[src/rtl/rws_pkg.sv]
// Shared types and constants for the roulette wheel selection block.
`default_nettype none
package rws_pkg;

    // Fixed field widths
    localparam int IDX_W = 6;
    localparam int FIT_W = 16;
    localparam int RND_W = 31;
    localparam int CNT_W = 7;
    localparam int BIT_W = 5;

    // Operation codes carried by the op field
    localparam logic OP_WRITE  = 1'b0;
    localparam logic OP_SELECT = 1'b1;

    // Reset value of the entries-in-use register
    localparam logic [CNT_W-1:0] ENTRIES_RESET = 7'd64;

    // Sequencer states
    typedef enum logic [4:0] {
        ST_IDLE = 5'b00001,
        ST_SUM  = 5'b00010,
        ST_MOD  = 5'b00100,
        ST_SCAN = 5'b01000,
        ST_DONE = 5'b10000
    } state_t;

endpackage
`default_nettype wire

[src/rtl/roulette_wheel_select.sv]
// Top level of the roulette wheel (fitness-proportionate) selection block.
//
// Input channel (in_valid / in_stall): a word with op = write stores fitness_value in
// entry entry_index and completes with no result. A word with op = select
// brings random_value and yields one result word on the output channel.
// Output channel (out_valid / out_stall): chosen_index and empty_wheel, held until taken.
// Configuration: cfg_we with cfg_wdata sets the number of entries in use (reset 64).
// A select runs through a small sequencer around one weight-table read port and one
// shared adder: a summing pass, a 31-step restoring modulo, a scan pass and a result
// state in which the result word waits until taken; the block then returns to idle
// and can take the next word. With an empty wheel the modulo and scan passes are
// skipped. The block takes one word at a time; in_stall is high from a select until
// its result has been taken, so a stalled receiver holds the whole block. Reset clears
// the weight table through per-entry valid bits at once, sets entries in use to 64 and
// leaves the block idle with no result pending.
`default_nettype none
module roulette_wheel_select #(
    parameter int MAX_ENTRIES = 64
) (
    input  wire logic                        clk,
    input  wire logic                        rst_n,
    input  wire logic                        in_valid,
    output logic                             in_stall,
    input  wire logic                        op,
    input  wire logic [rws_pkg::IDX_W-1:0]   entry_index,
    input  wire logic [rws_pkg::FIT_W-1:0]   fitness_value,
    input  wire logic [rws_pkg::RND_W-1:0]   random_value,
    output logic                             out_valid,
    input  wire logic                        out_stall,
    output logic [rws_pkg::IDX_W-1:0]        chosen_index,
    output logic                             empty_wheel,
    input  wire logic                        cfg_we,
    input  wire logic [rws_pkg::CNT_W-1:0]   cfg_wdata
);

    // Only entries reachable by entry_index are ever non-zero
    localparam int TABLE_DEPTH = (MAX_ENTRIES < (2 ** rws_pkg::IDX_W)) ?
                                 MAX_ENTRIES : (2 ** rws_pkg::IDX_W);
    localparam int AW    = $clog2(TABLE_DEPTH);
    localparam int SUM_W = rws_pkg::FIT_W + $clog2(TABLE_DEPTH + 1);
    localparam logic [rws_pkg::CNT_W-1:0] DEPTH_C = rws_pkg::CNT_W'(TABLE_DEPTH);
    localparam logic [rws_pkg::BIT_W-1:0] LAST_BIT = rws_pkg::BIT_W'(rws_pkg::RND_W - 1);

    // Weight memory and per-entry valid bits
    logic [rws_pkg::FIT_W-1:0] mem [TABLE_DEPTH];
    logic [TABLE_DEPTH-1:0]    valid_reg;
    logic [rws_pkg::FIT_W-1:0] rdata_reg;
    logic                      rvalid_reg;
    logic [AW-1:0]             rd_idx_reg;

    rws_pkg::state_t           state_reg, state_next;
    logic [rws_pkg::CNT_W-1:0] cfg_reg;
    logic [rws_pkg::CNT_W-1:0] cnt_reg, cnt_next;
    logic [rws_pkg::CNT_W-1:0] n_reg, n_next;
    logic                      issued_reg, issued_next;
    logic [SUM_W-1:0]          total_reg, total_next;
    logic [SUM_W-1:0]          rem_reg, rem_next;
    logic [SUM_W-1:0]          running_reg, running_next;
    logic [rws_pkg::RND_W-1:0] rnd_reg, rnd_next;
    logic [rws_pkg::BIT_W-1:0] bit_reg, bit_next;
    logic [rws_pkg::IDX_W-1:0] chosen_reg, chosen_next;
    logic                      empty_reg, empty_next;

    logic                      accept;
    logic                      wr_en;
    logic [AW-1:0]             rd_addr;
    logic [SUM_W-1:0]          word;
    logic [SUM_W-1:0]          acc_sum;
    logic [SUM_W:0]            rem_shift;
    logic                      more;
    logic [rws_pkg::CNT_W-1:0] n_limit;

    assign accept   = in_valid && !in_stall;
    assign wr_en    = accept && (op == rws_pkg::OP_WRITE) &&
                      ({1'b0, entry_index} < DEPTH_C);
    assign rd_addr  = cnt_reg[AW-1:0];
    assign word     = rvalid_reg ? SUM_W'(rdata_reg) : '0;
    assign more     = cnt_reg < n_reg;
    assign n_limit  = (cfg_reg > DEPTH_C) ? DEPTH_C : cfg_reg;

    // Shared adder serves both the summing and the scan pass
    assign acc_sum   = (state_reg == rws_pkg::ST_SUM) ? total_reg + word : running_reg + word;
    assign rem_shift = {rem_reg, rnd_reg[rws_pkg::RND_W-1]};

    // Write and read the weight memory
    always_ff @(posedge clk)
    begin
        if (wr_en)
        begin
            mem[entry_index[AW-1:0]] <= fitness_value;
        end
        rdata_reg  <= mem[rd_addr];
        rd_idx_reg <= rd_addr;
    end

    // Clear valid bits at reset, mark entries as written
    always_ff @(posedge clk or negedge rst_n)
    begin
        if (!rst_n)
        begin
            valid_reg  <= '0;
            rvalid_reg <= 1'b0;
        end
        else
        begin
            if (wr_en)
            begin
                valid_reg[entry_index[AW-1:0]] <= 1'b1;
            end
            rvalid_reg <= valid_reg[rd_addr];
        end
    end

    // Hold the entries-in-use register
    always_ff @(posedge clk or negedge rst_n)
    begin
        if (!rst_n)
        begin
            cfg_reg <= rws_pkg::ENTRIES_RESET;
        end
        else if (cfg_we)
        begin
            cfg_reg <= cfg_wdata;
        end
    end

    // Sequencer
    always_comb
    begin
        state_next   = state_reg;
        cnt_next     = cnt_reg;
        n_next       = n_reg;
        issued_next  = 1'b0;
        total_next   = total_reg;
        rem_next     = rem_reg;
        running_next = running_reg;
        rnd_next     = rnd_reg;
        bit_next     = bit_reg;
        chosen_next  = chosen_reg;
        empty_next   = empty_reg;
        unique case (state_reg)
            rws_pkg::ST_IDLE:
            begin
                if (accept && (op == rws_pkg::OP_SELECT))
                begin
                    state_next = rws_pkg::ST_SUM;
                    cnt_next   = '0;
                    n_next     = n_limit;
                    total_next = '0;
                    rnd_next   = random_value;
                end
            end
            rws_pkg::ST_SUM:
            begin
                // Issue one read a cycle, add each word as it returns
                if (more)
                begin
                    issued_next = 1'b1;
                    cnt_next    = cnt_reg + 1'b1;
                end
                if (issued_reg)
                begin
                    total_next = acc_sum;
                end
                if (!more && !issued_reg)
                begin
                    if (total_reg == '0)
                    begin
                        empty_next  = 1'b1;
                        chosen_next = '0;
                        state_next  = rws_pkg::ST_DONE;
                    end
                    else
                    begin
                        rem_next   = '0;
                        bit_next   = '0;
                        state_next = rws_pkg::ST_MOD;
                    end
                end
            end
            rws_pkg::ST_MOD:
            begin
                // One restoring step per cycle, most significant bit first
                if (rem_shift >= {1'b0, total_reg})
                begin
                    rem_next = SUM_W'(rem_shift - {1'b0, total_reg});
                end
                else
                begin
                    rem_next = rem_shift[SUM_W-1:0];
                end
                rnd_next = {rnd_reg[rws_pkg::RND_W-2:0], 1'b0};
                bit_next = bit_reg + 1'b1;
                if (bit_reg == LAST_BIT)
                begin
                    cnt_next     = '0;
                    running_next = '0;
                    state_next   = rws_pkg::ST_SCAN;
                end
            end
            rws_pkg::ST_SCAN:
            begin
                // Walk the running sum until it passes the reduced value
                if (more)
                begin
                    issued_next = 1'b1;
                    cnt_next    = cnt_reg + 1'b1;
                end
                if (issued_reg)
                begin
                    running_next = acc_sum;
                    if (acc_sum > rem_reg)
                    begin
                        issued_next = 1'b0;
                        chosen_next = rws_pkg::IDX_W'(rd_idx_reg);
                        empty_next  = 1'b0;
                        state_next  = rws_pkg::ST_DONE;
                    end
                end
                else if (!more)
                begin
                    chosen_next = '0;
                    empty_next  = 1'b0;
                    state_next  = rws_pkg::ST_DONE;
                end
            end
            rws_pkg::ST_DONE:
            begin
                if (!out_stall)
                begin
                    state_next = rws_pkg::ST_IDLE;
                end
            end
            default:
            begin
                state_next = rws_pkg::ST_IDLE;
            end
        endcase
    end

    // Advance control state
    always_ff @(posedge clk or negedge rst_n)
    begin
        if (!rst_n)
        begin
            state_reg  <= rws_pkg::ST_IDLE;
            issued_reg <= 1'b0;
            cnt_reg    <= '0;
            n_reg      <= '0;
            bit_reg    <= '0;
        end
        else
        begin
            state_reg  <= state_next;
            issued_reg <= issued_next;
            cnt_reg    <= cnt_next;
            n_reg      <= n_next;
            bit_reg    <= bit_next;
        end
    end

    // Advance datapath registers
    always_ff @(posedge clk)
    begin
        total_reg   <= total_next;
        rem_reg     <= rem_next;
        running_reg <= running_next;
        rnd_reg     <= rnd_next;
        chosen_reg  <= chosen_next;
        empty_reg   <= empty_next;
    end

    assign in_stall     = (state_reg != rws_pkg::ST_IDLE);
    assign out_valid    = (state_reg == rws_pkg::ST_DONE);
    assign chosen_index = chosen_reg;
    assign empty_wheel  = empty_reg;

endmodule
`default_nettype wire

[config.mk]
export PLATFORM = sky130hd
export DESIGN_NAME = roulette_wheel_select
export DESIGN_NICKNAME = d
export VERILOG_FILES = /design/src/rtl/rws_pkg.sv /design/src/rtl/roulette_wheel_select.sv
export SDC_FILE = /design/constraint.sdc
export NUM_CORES = 2
export LEC_CHECK = 0
export BUFFER_PORTS_ARGS = -buffer_cell sky130_fd_sc_hd__buf_2
export CORE_MARGIN = 1.5
export CORE_UTILIZATION = 52
export DETAILED_ROUTE_END_ITERATION = 8
export GPL_TIMING_DRIVEN = 0
export PLACE_DENSITY = 0.68
export SLEW_MARGIN = 20
export SYNTH_ARGS = -nofsm -noshare
export SYNTH_HDL_FRONTEND = slang
export SYNTH_SLANG_ARGS = --single-unit
[constraint.sdc]
create_clock -name clk -period 7.8 [get_ports clk]
set_clock_uncertainty 0.05 [all_clocks]
set_input_delay 0 -clock clk [delete_from_list [all_inputs] [get_ports clk]]
set_output_delay 0 -clock clk [all_outputs]
set_load 0.01 [all_outputs]
Word level (Yosys, flattened, before mapping)

Memory sizes are Yosys's and may differ from the RTL's. A register that Yosys moved wholly into a read port is not among the register bits.
Cells that the tools add are included.

Output and inout bits: 9
Bits in registers: 210
Bits of input ports: 66
Bits in latches: 0
Memory bits (writable): 1,024
Logic and storage cells: 124
Memories kept: 1
ROM bits: 0

Reductions and logical operators: 24
$add $sub $neg: 5
Multiplexer cells: 52
Order comparisons: 7
Multiply operators: 0
Equal/unequal tests: 18
Divide/modulo/power cells: 0
Shifts and indexed selects: 0
Bitwise gates (word level): 2

Memories:

| memory | words | width | read ports | clocked after memory_dff | wr ports | line                        | text |
|---|---|---|---|---|---|---|---|
| mem    | 64    | 16    | 1          | 1                        | 1        | roulette_wheel_select.sv:45 | `logic [rws_pkg::FIT_W-1:0] mem [TABLE_DEPTH];` |

Operators by type and width:

| operator             | number |
|---|---|
| $mux W23             | 7 |
| $pmux W23 S2         | 3 |
| $or A64 B64 Y64      | 1 |
| $pmux W31 S2         | 1 |
| $mux W5              | 10 |
| $add A23 B16 Y23     | 2 |
| $mux W31             | 1 |
| $mux W6              | 5 |
| $mux W7              | 4 |
| $pmux W5 S5          | 1 |
| $ge A24 B23 Y1       | 1 |
| $gt A23 B23 Y1       | 1 |
| $logic_not A23 Y1    | 1 |
| $sub A23 B23 Y23     | 1 |
| $pmux W7 S3          | 1 |
| $mux W16             | 1 |
| $lt A6 B7 Y1 const B | 2 |
| $mux W1              | 12 |
| $ne A2 B2 Y1 const B | 6 |
| $pmux W6 S2          | 1 |
| $eq A5 B5 Y1 const B | 2 |
| $pmux W5 S2          | 1 |
| $reduce_bool A2 Y1   | 5 |
| $reduce_and A3 Y1    | 3 |
| 24 further kinds     | 35 |

Logic depth before layout (Yosys ltp)

Depth after elaboration: 7
Gate-level depth with buffers: 28
Gate-level depth less buffers: 24

Least setup slack after synthesis

No wires, ideal clock.

Path kind: reg2reg
Start: register state_reg[0]
End: register chosen_reg, in the netlist chosen_index[0] (enable)
Arrival: 5,405 ps
Setup time: 327 ps
Stages on the path, launching flop included: 27
Buffers on the path: 4
Path slack: 2,019 ps
Required time: 7,423 ps
Period minus slack after synthesis: 5,781 ps
Path through: dfstp_2 > nand3b_1 > clkbuf_1 > clkbuf_1 > clkbuf_1 > clkbuf_1 > nand2_1 > nand2_1 > ha_1 > inv_1 > fa_1 > nor2b_1 > o21ai_0 > a21boi_0 > a31oi_1 > nand3_1 > nand3_1 > nor3b_1 > xnor2_1 > ha_1 > and3_1 > nand4_1 > nor4_1 > o21ai_0 > a21oi_1 > nand2b_1 > o21a_1

Cells in the longest elaborated chain, start to end: 5
Elaborated cells on any way between the ends: 10
Those cells by class: order compare (1); eq/ne (6); mux (1); reduce/logical (2)

Ends and longest elaborated chain:

| what                               | line                         | text |
|---|---|---|
| from (decl)                        | roulette_wheel_select.sv:51  | `rws_pkg::state_t state_reg, state_next;` |
| from (signal assigned)             | roulette_wheel_select.sv:246 | `state_reg <= rws_pkg::ST_IDLE;` |
| from (signal assigned)             | roulette_wheel_select.sv:254 | `state_reg <= state_next;` |
| $eq A5 B2 Y1                       | roulette_wheel_select.sv:82  | `assign acc_sum = (state_reg == rws_pkg::ST_SUM) ? total_reg + word : running_reg + word;` |
| $mux W23                           | roulette_wheel_select.sv:82  |  |
| net acc_sum[22]                    | roulette_wheel_select.sv:68  | `logic [SUM_W-1:0] acc_sum;` |
| $gt A23 B23 Y1                     | roulette_wheel_select.sv:212 | `if (acc_sum > rem_reg)` |
| $ne A3 B3 Y1 (no source line)      | --                           |  |
| $reduce_and A5 Y1 (no source line) | --                           |  |
| to (signal assigned)               | roulette_wheel_select.sv:269 | `chosen_reg <= chosen_next;` |
| to (decl)                          | roulette_wheel_select.sv:61  | `logic [rws_pkg::IDX_W-1:0] chosen_reg, chosen_next;` |

The timed path passes the listed nets, and every way through them passes these cells.
A chain may end at the register's enable or synchronous reset.

Worst setup path in the final report

Same ends and word-level chain as after synthesis.

==> results.sh <==
export IMPL_outcome="finished, final reports clean"
export IMPL_setup_viol=0
export IMPL_clock_fmax_mhz=135
export IMPL_final_layout_size_suffix_gt1_share_pct=27.6
export IMPL_synth_edf_count=1131
export IMPL_wl_per_cell_um=28.0
export IMPL_syn_avg_cell_area_um2=18.9
export IMPL_post_route_period_util_pct=95.2
export IMPL_rr_worst_depth=22
export IMPL_largest_reg_flops=1024
export IMPL_netlist_instances=2703
export IMPL_port_buffers=70
export IMPL_rows=114
export IMPL_yosys_most_used_dff="edfxtp_1"
export IMPL_antenna_found_initial=9
export IMPL_min_from="random_value[14]"
export IMPL_fin_util_pct=60.6
export IMPL_async_flop_share_pct=7.76
export IMPL_first_pass_iters=7
export IMPL_numCtsBuffers=121
export IMPL_tightest_slew_ns=1.23
export IMPL_synth_top_cell_area_share_pct=66.4
export IMPL_rrSetupSlack_ns=0.38
export IMPL_die_area_um2=100000
export IMPL_fin_crit_ns=7.42
export IMPL_hp_class="primary input to flip-flop"
export IMPL_grt_max_degree=70
export IMPL_p_per_area_nw_per_um2=275
export IMPL_min_to="rnd_reg[14]$_DFFE_PP_"
export IMPL_initial_core_util_pct=52.7
export IMPL_drc=0
export IMPL_yosysTopAreaCell="edfxtp_1"
export IMPL_synth_seq_cells=1250
export IMPL_worst_slack_ns=0.378
export IMPL_fillers=6815
export IMPL_r2r_end="chosen_index[0]$_SDFFCE_PN0P_"
export IMPL_hold_path_depth=4
export IMPL_synth_cell_type_count=65
export IMPL_cts_buffer_depth=3
export IMPL_area_delta_synth_final_pct=15.1
export IMPL_pre_cts_ws_ns=0.0151
export IMPL_final_nets=3178
export IMPL_synthesis_area_um2=51200
export IMPL_dpl_hpwl_mm=84.4
export IMPL_vias_per_cell=6.05
export IMPL_critPathMaxFanout=10
export IMPL_fp_dieW_um=317
export IMPL_cts_sinks=1250
export IMPL_drt_total_wl_mm=124
export IMPL_cts_clk_slew_worst_paths_ns=0.06
export IMPL_yosysWarnings=0
export IMPL_rsz0062_at_grt="false"
export IMPL_grt_overflow=0
export IMPL_drv_cap=0
export IMPL_slew_headroom_pct=17.9
export IMPL_synth_area_leaders="edfxtp_1 (66%), mux4_2 (16%), dfrtp_1 (4.6%), ha_1 (1.7%), nand2_1 (1.3%)"
export IMPL_place_gp_congestion=0.843
export IMPL_ant_nets=0
export IMPL_fin_hold_ws_ns=0.0514
export IMPL_clock_root_buffer="clkbuf_16"
export IMPL_die_y_um=317
export IMPL_synth_seq_area_share_pct=72.0
export IMPL_peakVddDrop_uv=235
export IMPL_vias=26751
export IMPL_clk_latency_ns=0.72
export IMPL_grt_pass1_vias=27623
export IMPL_cts_tree="yes"
export IMPL_p_leak_nw=19.8
export IMPL_grtUsageTotal_pct=25.4
export IMPL_crit_arrival_ns=7.74
export IMPL_crit_path_start_kind="flip-flop"
export IMPL_syn_nets=2842
export IMPL_io_pins=75
export IMPL_drtIter0Drc=3001
export IMPL_grt_pass1_wl_mm=183
export IMPL_required_ns=8.12
export IMPL_finalSetupTns_ns=0
export IMPL_final_hold_viol_count=0
export IMPL_setup_worst_path_class="flip-flop to flip-flop"
export IMPL_rr_startpoint="state_reg[0]$_DFFE_PN1P_"
export IMPL_slew_violations=0
export IMPL_cts_htree_levels=3
export IMPL_coreArea_um2=97100
export IMPL_postCtsSetupBuffers=0
export IMPL_end_kind="flip-flop"
-- cell usage in the layout, fill, tap and decap left out, drive strengths merged, types with 5 or more instances in the layout --
master and instances:
nor2b 9, a21o 20, a21boi 6, xor2 19, nor2 168, buf 182, o211ai 6, nor3 11
nor4 9, nand2b 11, a21oi 53, nor3b 8, a211oi 13, clkinv 48, and3 13, or3 6
nand3 26, inv 88, edfxtp 1131, and2 26, nand4 11, o21a 11, or2 66, xnor2 31
nand2 172, dlygate4sd3 73, o21ai 63, ha 71, mux4 357, mux2 8, mux2i 13, dfxtp 22
bufinv 8, dfrtp 95, clkbuf 236, o31ai 6, a31oi 7, nand3b 5
-- layer usage --
layer	vias to the layer above	track usage, %	share of wire (%)
li1	11478	-	-
met1	14000	33.3	39
met2	988	43.1	51
met3	275	3.70	5.9
met4	10	10.1	4.3
met5	-	0	0.059
-- power by group --
| part | switching (mW) | internal (mW) |
|---|---|---|
| sequential | 0.0968 | 7.50 |
| clock | 2.46 | 3.20 |
| combinational | 1.68 | 1.24 |
-- layout make-up --
cell class	instances	area, µm²	share of cell area (%)
clock buffer	163	3280	5.56
timing repair buffer	213	2100	3.56
buffer	115	508	0.862
tap	1276	1600	2.71
clock inverter	64	567	0.962
sequential	1250	36800	62.5
multi-input combinational	1254	13700	23.3
antenna	2	5.00	0.00850
inverter	84	315	0.535
-- how the worst max path moves through the flow --
stage	slack, ns	from	endpoint	cells past startpoint
5_1_grt	0.08	state_reg[0]$_DFFE_PN1P_	chosen_index[2]$_SDFFCE_PN0P_	26
3_5_place_dp	0.02	state_reg[0]$_DFFE_PN1P_	chosen_index[2]$_SDFFCE_PN0P_	26
4_1_cts	0.13	state_reg[0]$_DFFE_PN1P_	chosen_index[2]$_SDFFCE_PN0P_	26
2_1_floorplan	2.02	state_reg[0]$_DFFE_PN1P_	chosen_index[0]$_SDFFCE_PN0P_	26
6_report	0.38	state_reg[0]$_DFFE_PN1P_	chosen_index[0]$_SDFFCE_PN0P_	22
3_3_place_gp	0.08	state_reg[0]$_DFFE_PN1P_	chosen_index[1]$_SDFFCE_PN0P_	26
-- cell usage after synthesis, types with 13 or more instances --
master,instances
a21o_1,20
a21oi_1,53
and2_1,26
and3_1,13
buf_2,24
clkbuf_1,73
dfrtp_1,95
dfxtp_1,22
edfxtp_1,1131
ha_1,71
inv_1,84
mux2i_1,13
mux4_2,357
nand2_1,172
nand3_1,25
nor2_1,168
o21ai_0,62
or2_2,66
xnor2_1,31
xor2_1,19
-- critical path: stages (launching register included) --
cell and delay (ns):
dfstp_2 0.58, nand3b_1 0.20, clkbuf_1 0.35, clkbuf_2 0.29, clkbuf_2 0.25, clkbuf_1 0.36, o21ai_0 0.18, ha_1 0.40
o21a_1 0.14, nor2_1 0.05, o21ai_0 0.57, o211ai_1 0.24, a31oi_1 0.62, nand3_1 0.19, xor2_1 0.20, ha_1 0.33
and3_1 0.19, nand4_1 0.21, nor4_1 0.49, o21ai_0 0.23, a21oi_1 0.40, nand2b_1 0.19, o21a_1 0.35
-- metrics by stage --
| stage | cell area (µm²) | std cells | power (mW) |
|---|---|---|---|
| 2_1_floorplan | 51200 | 2703 | 9.68 |
| 3_3_place_gp | 53100 | 4049 | 10.5 |
| 3_5_place_dp | 54300 | 4118 | 10.6 |
| 4_1_cts | 58800 | 4412 | 16.3 |
| 5_1_grt | 58900 | 4419 | 16.8 |
| 6_report | 58900 | 4421 | 16.2 |
-- timing repair --
item,in CTS,in global routing
pin swaps,0,0
hold buffers,67,7
resized for setup,1,5
endpoints found under the hold margin,691,448
endpoints found under the setup margin,7,8
-- cells by family after synthesis --
kind of cell,synth area share [%]
AOI/OAI and AO/OA,2.53
buffers and inverters,1.59
and+or+nand+nor,5.06
xor gates and xnor gates,0.856
DFF,72.0
adders and majority gates,1.81
muxes,16.1
No activity file was read; power rests on OpenSTA's default activity.
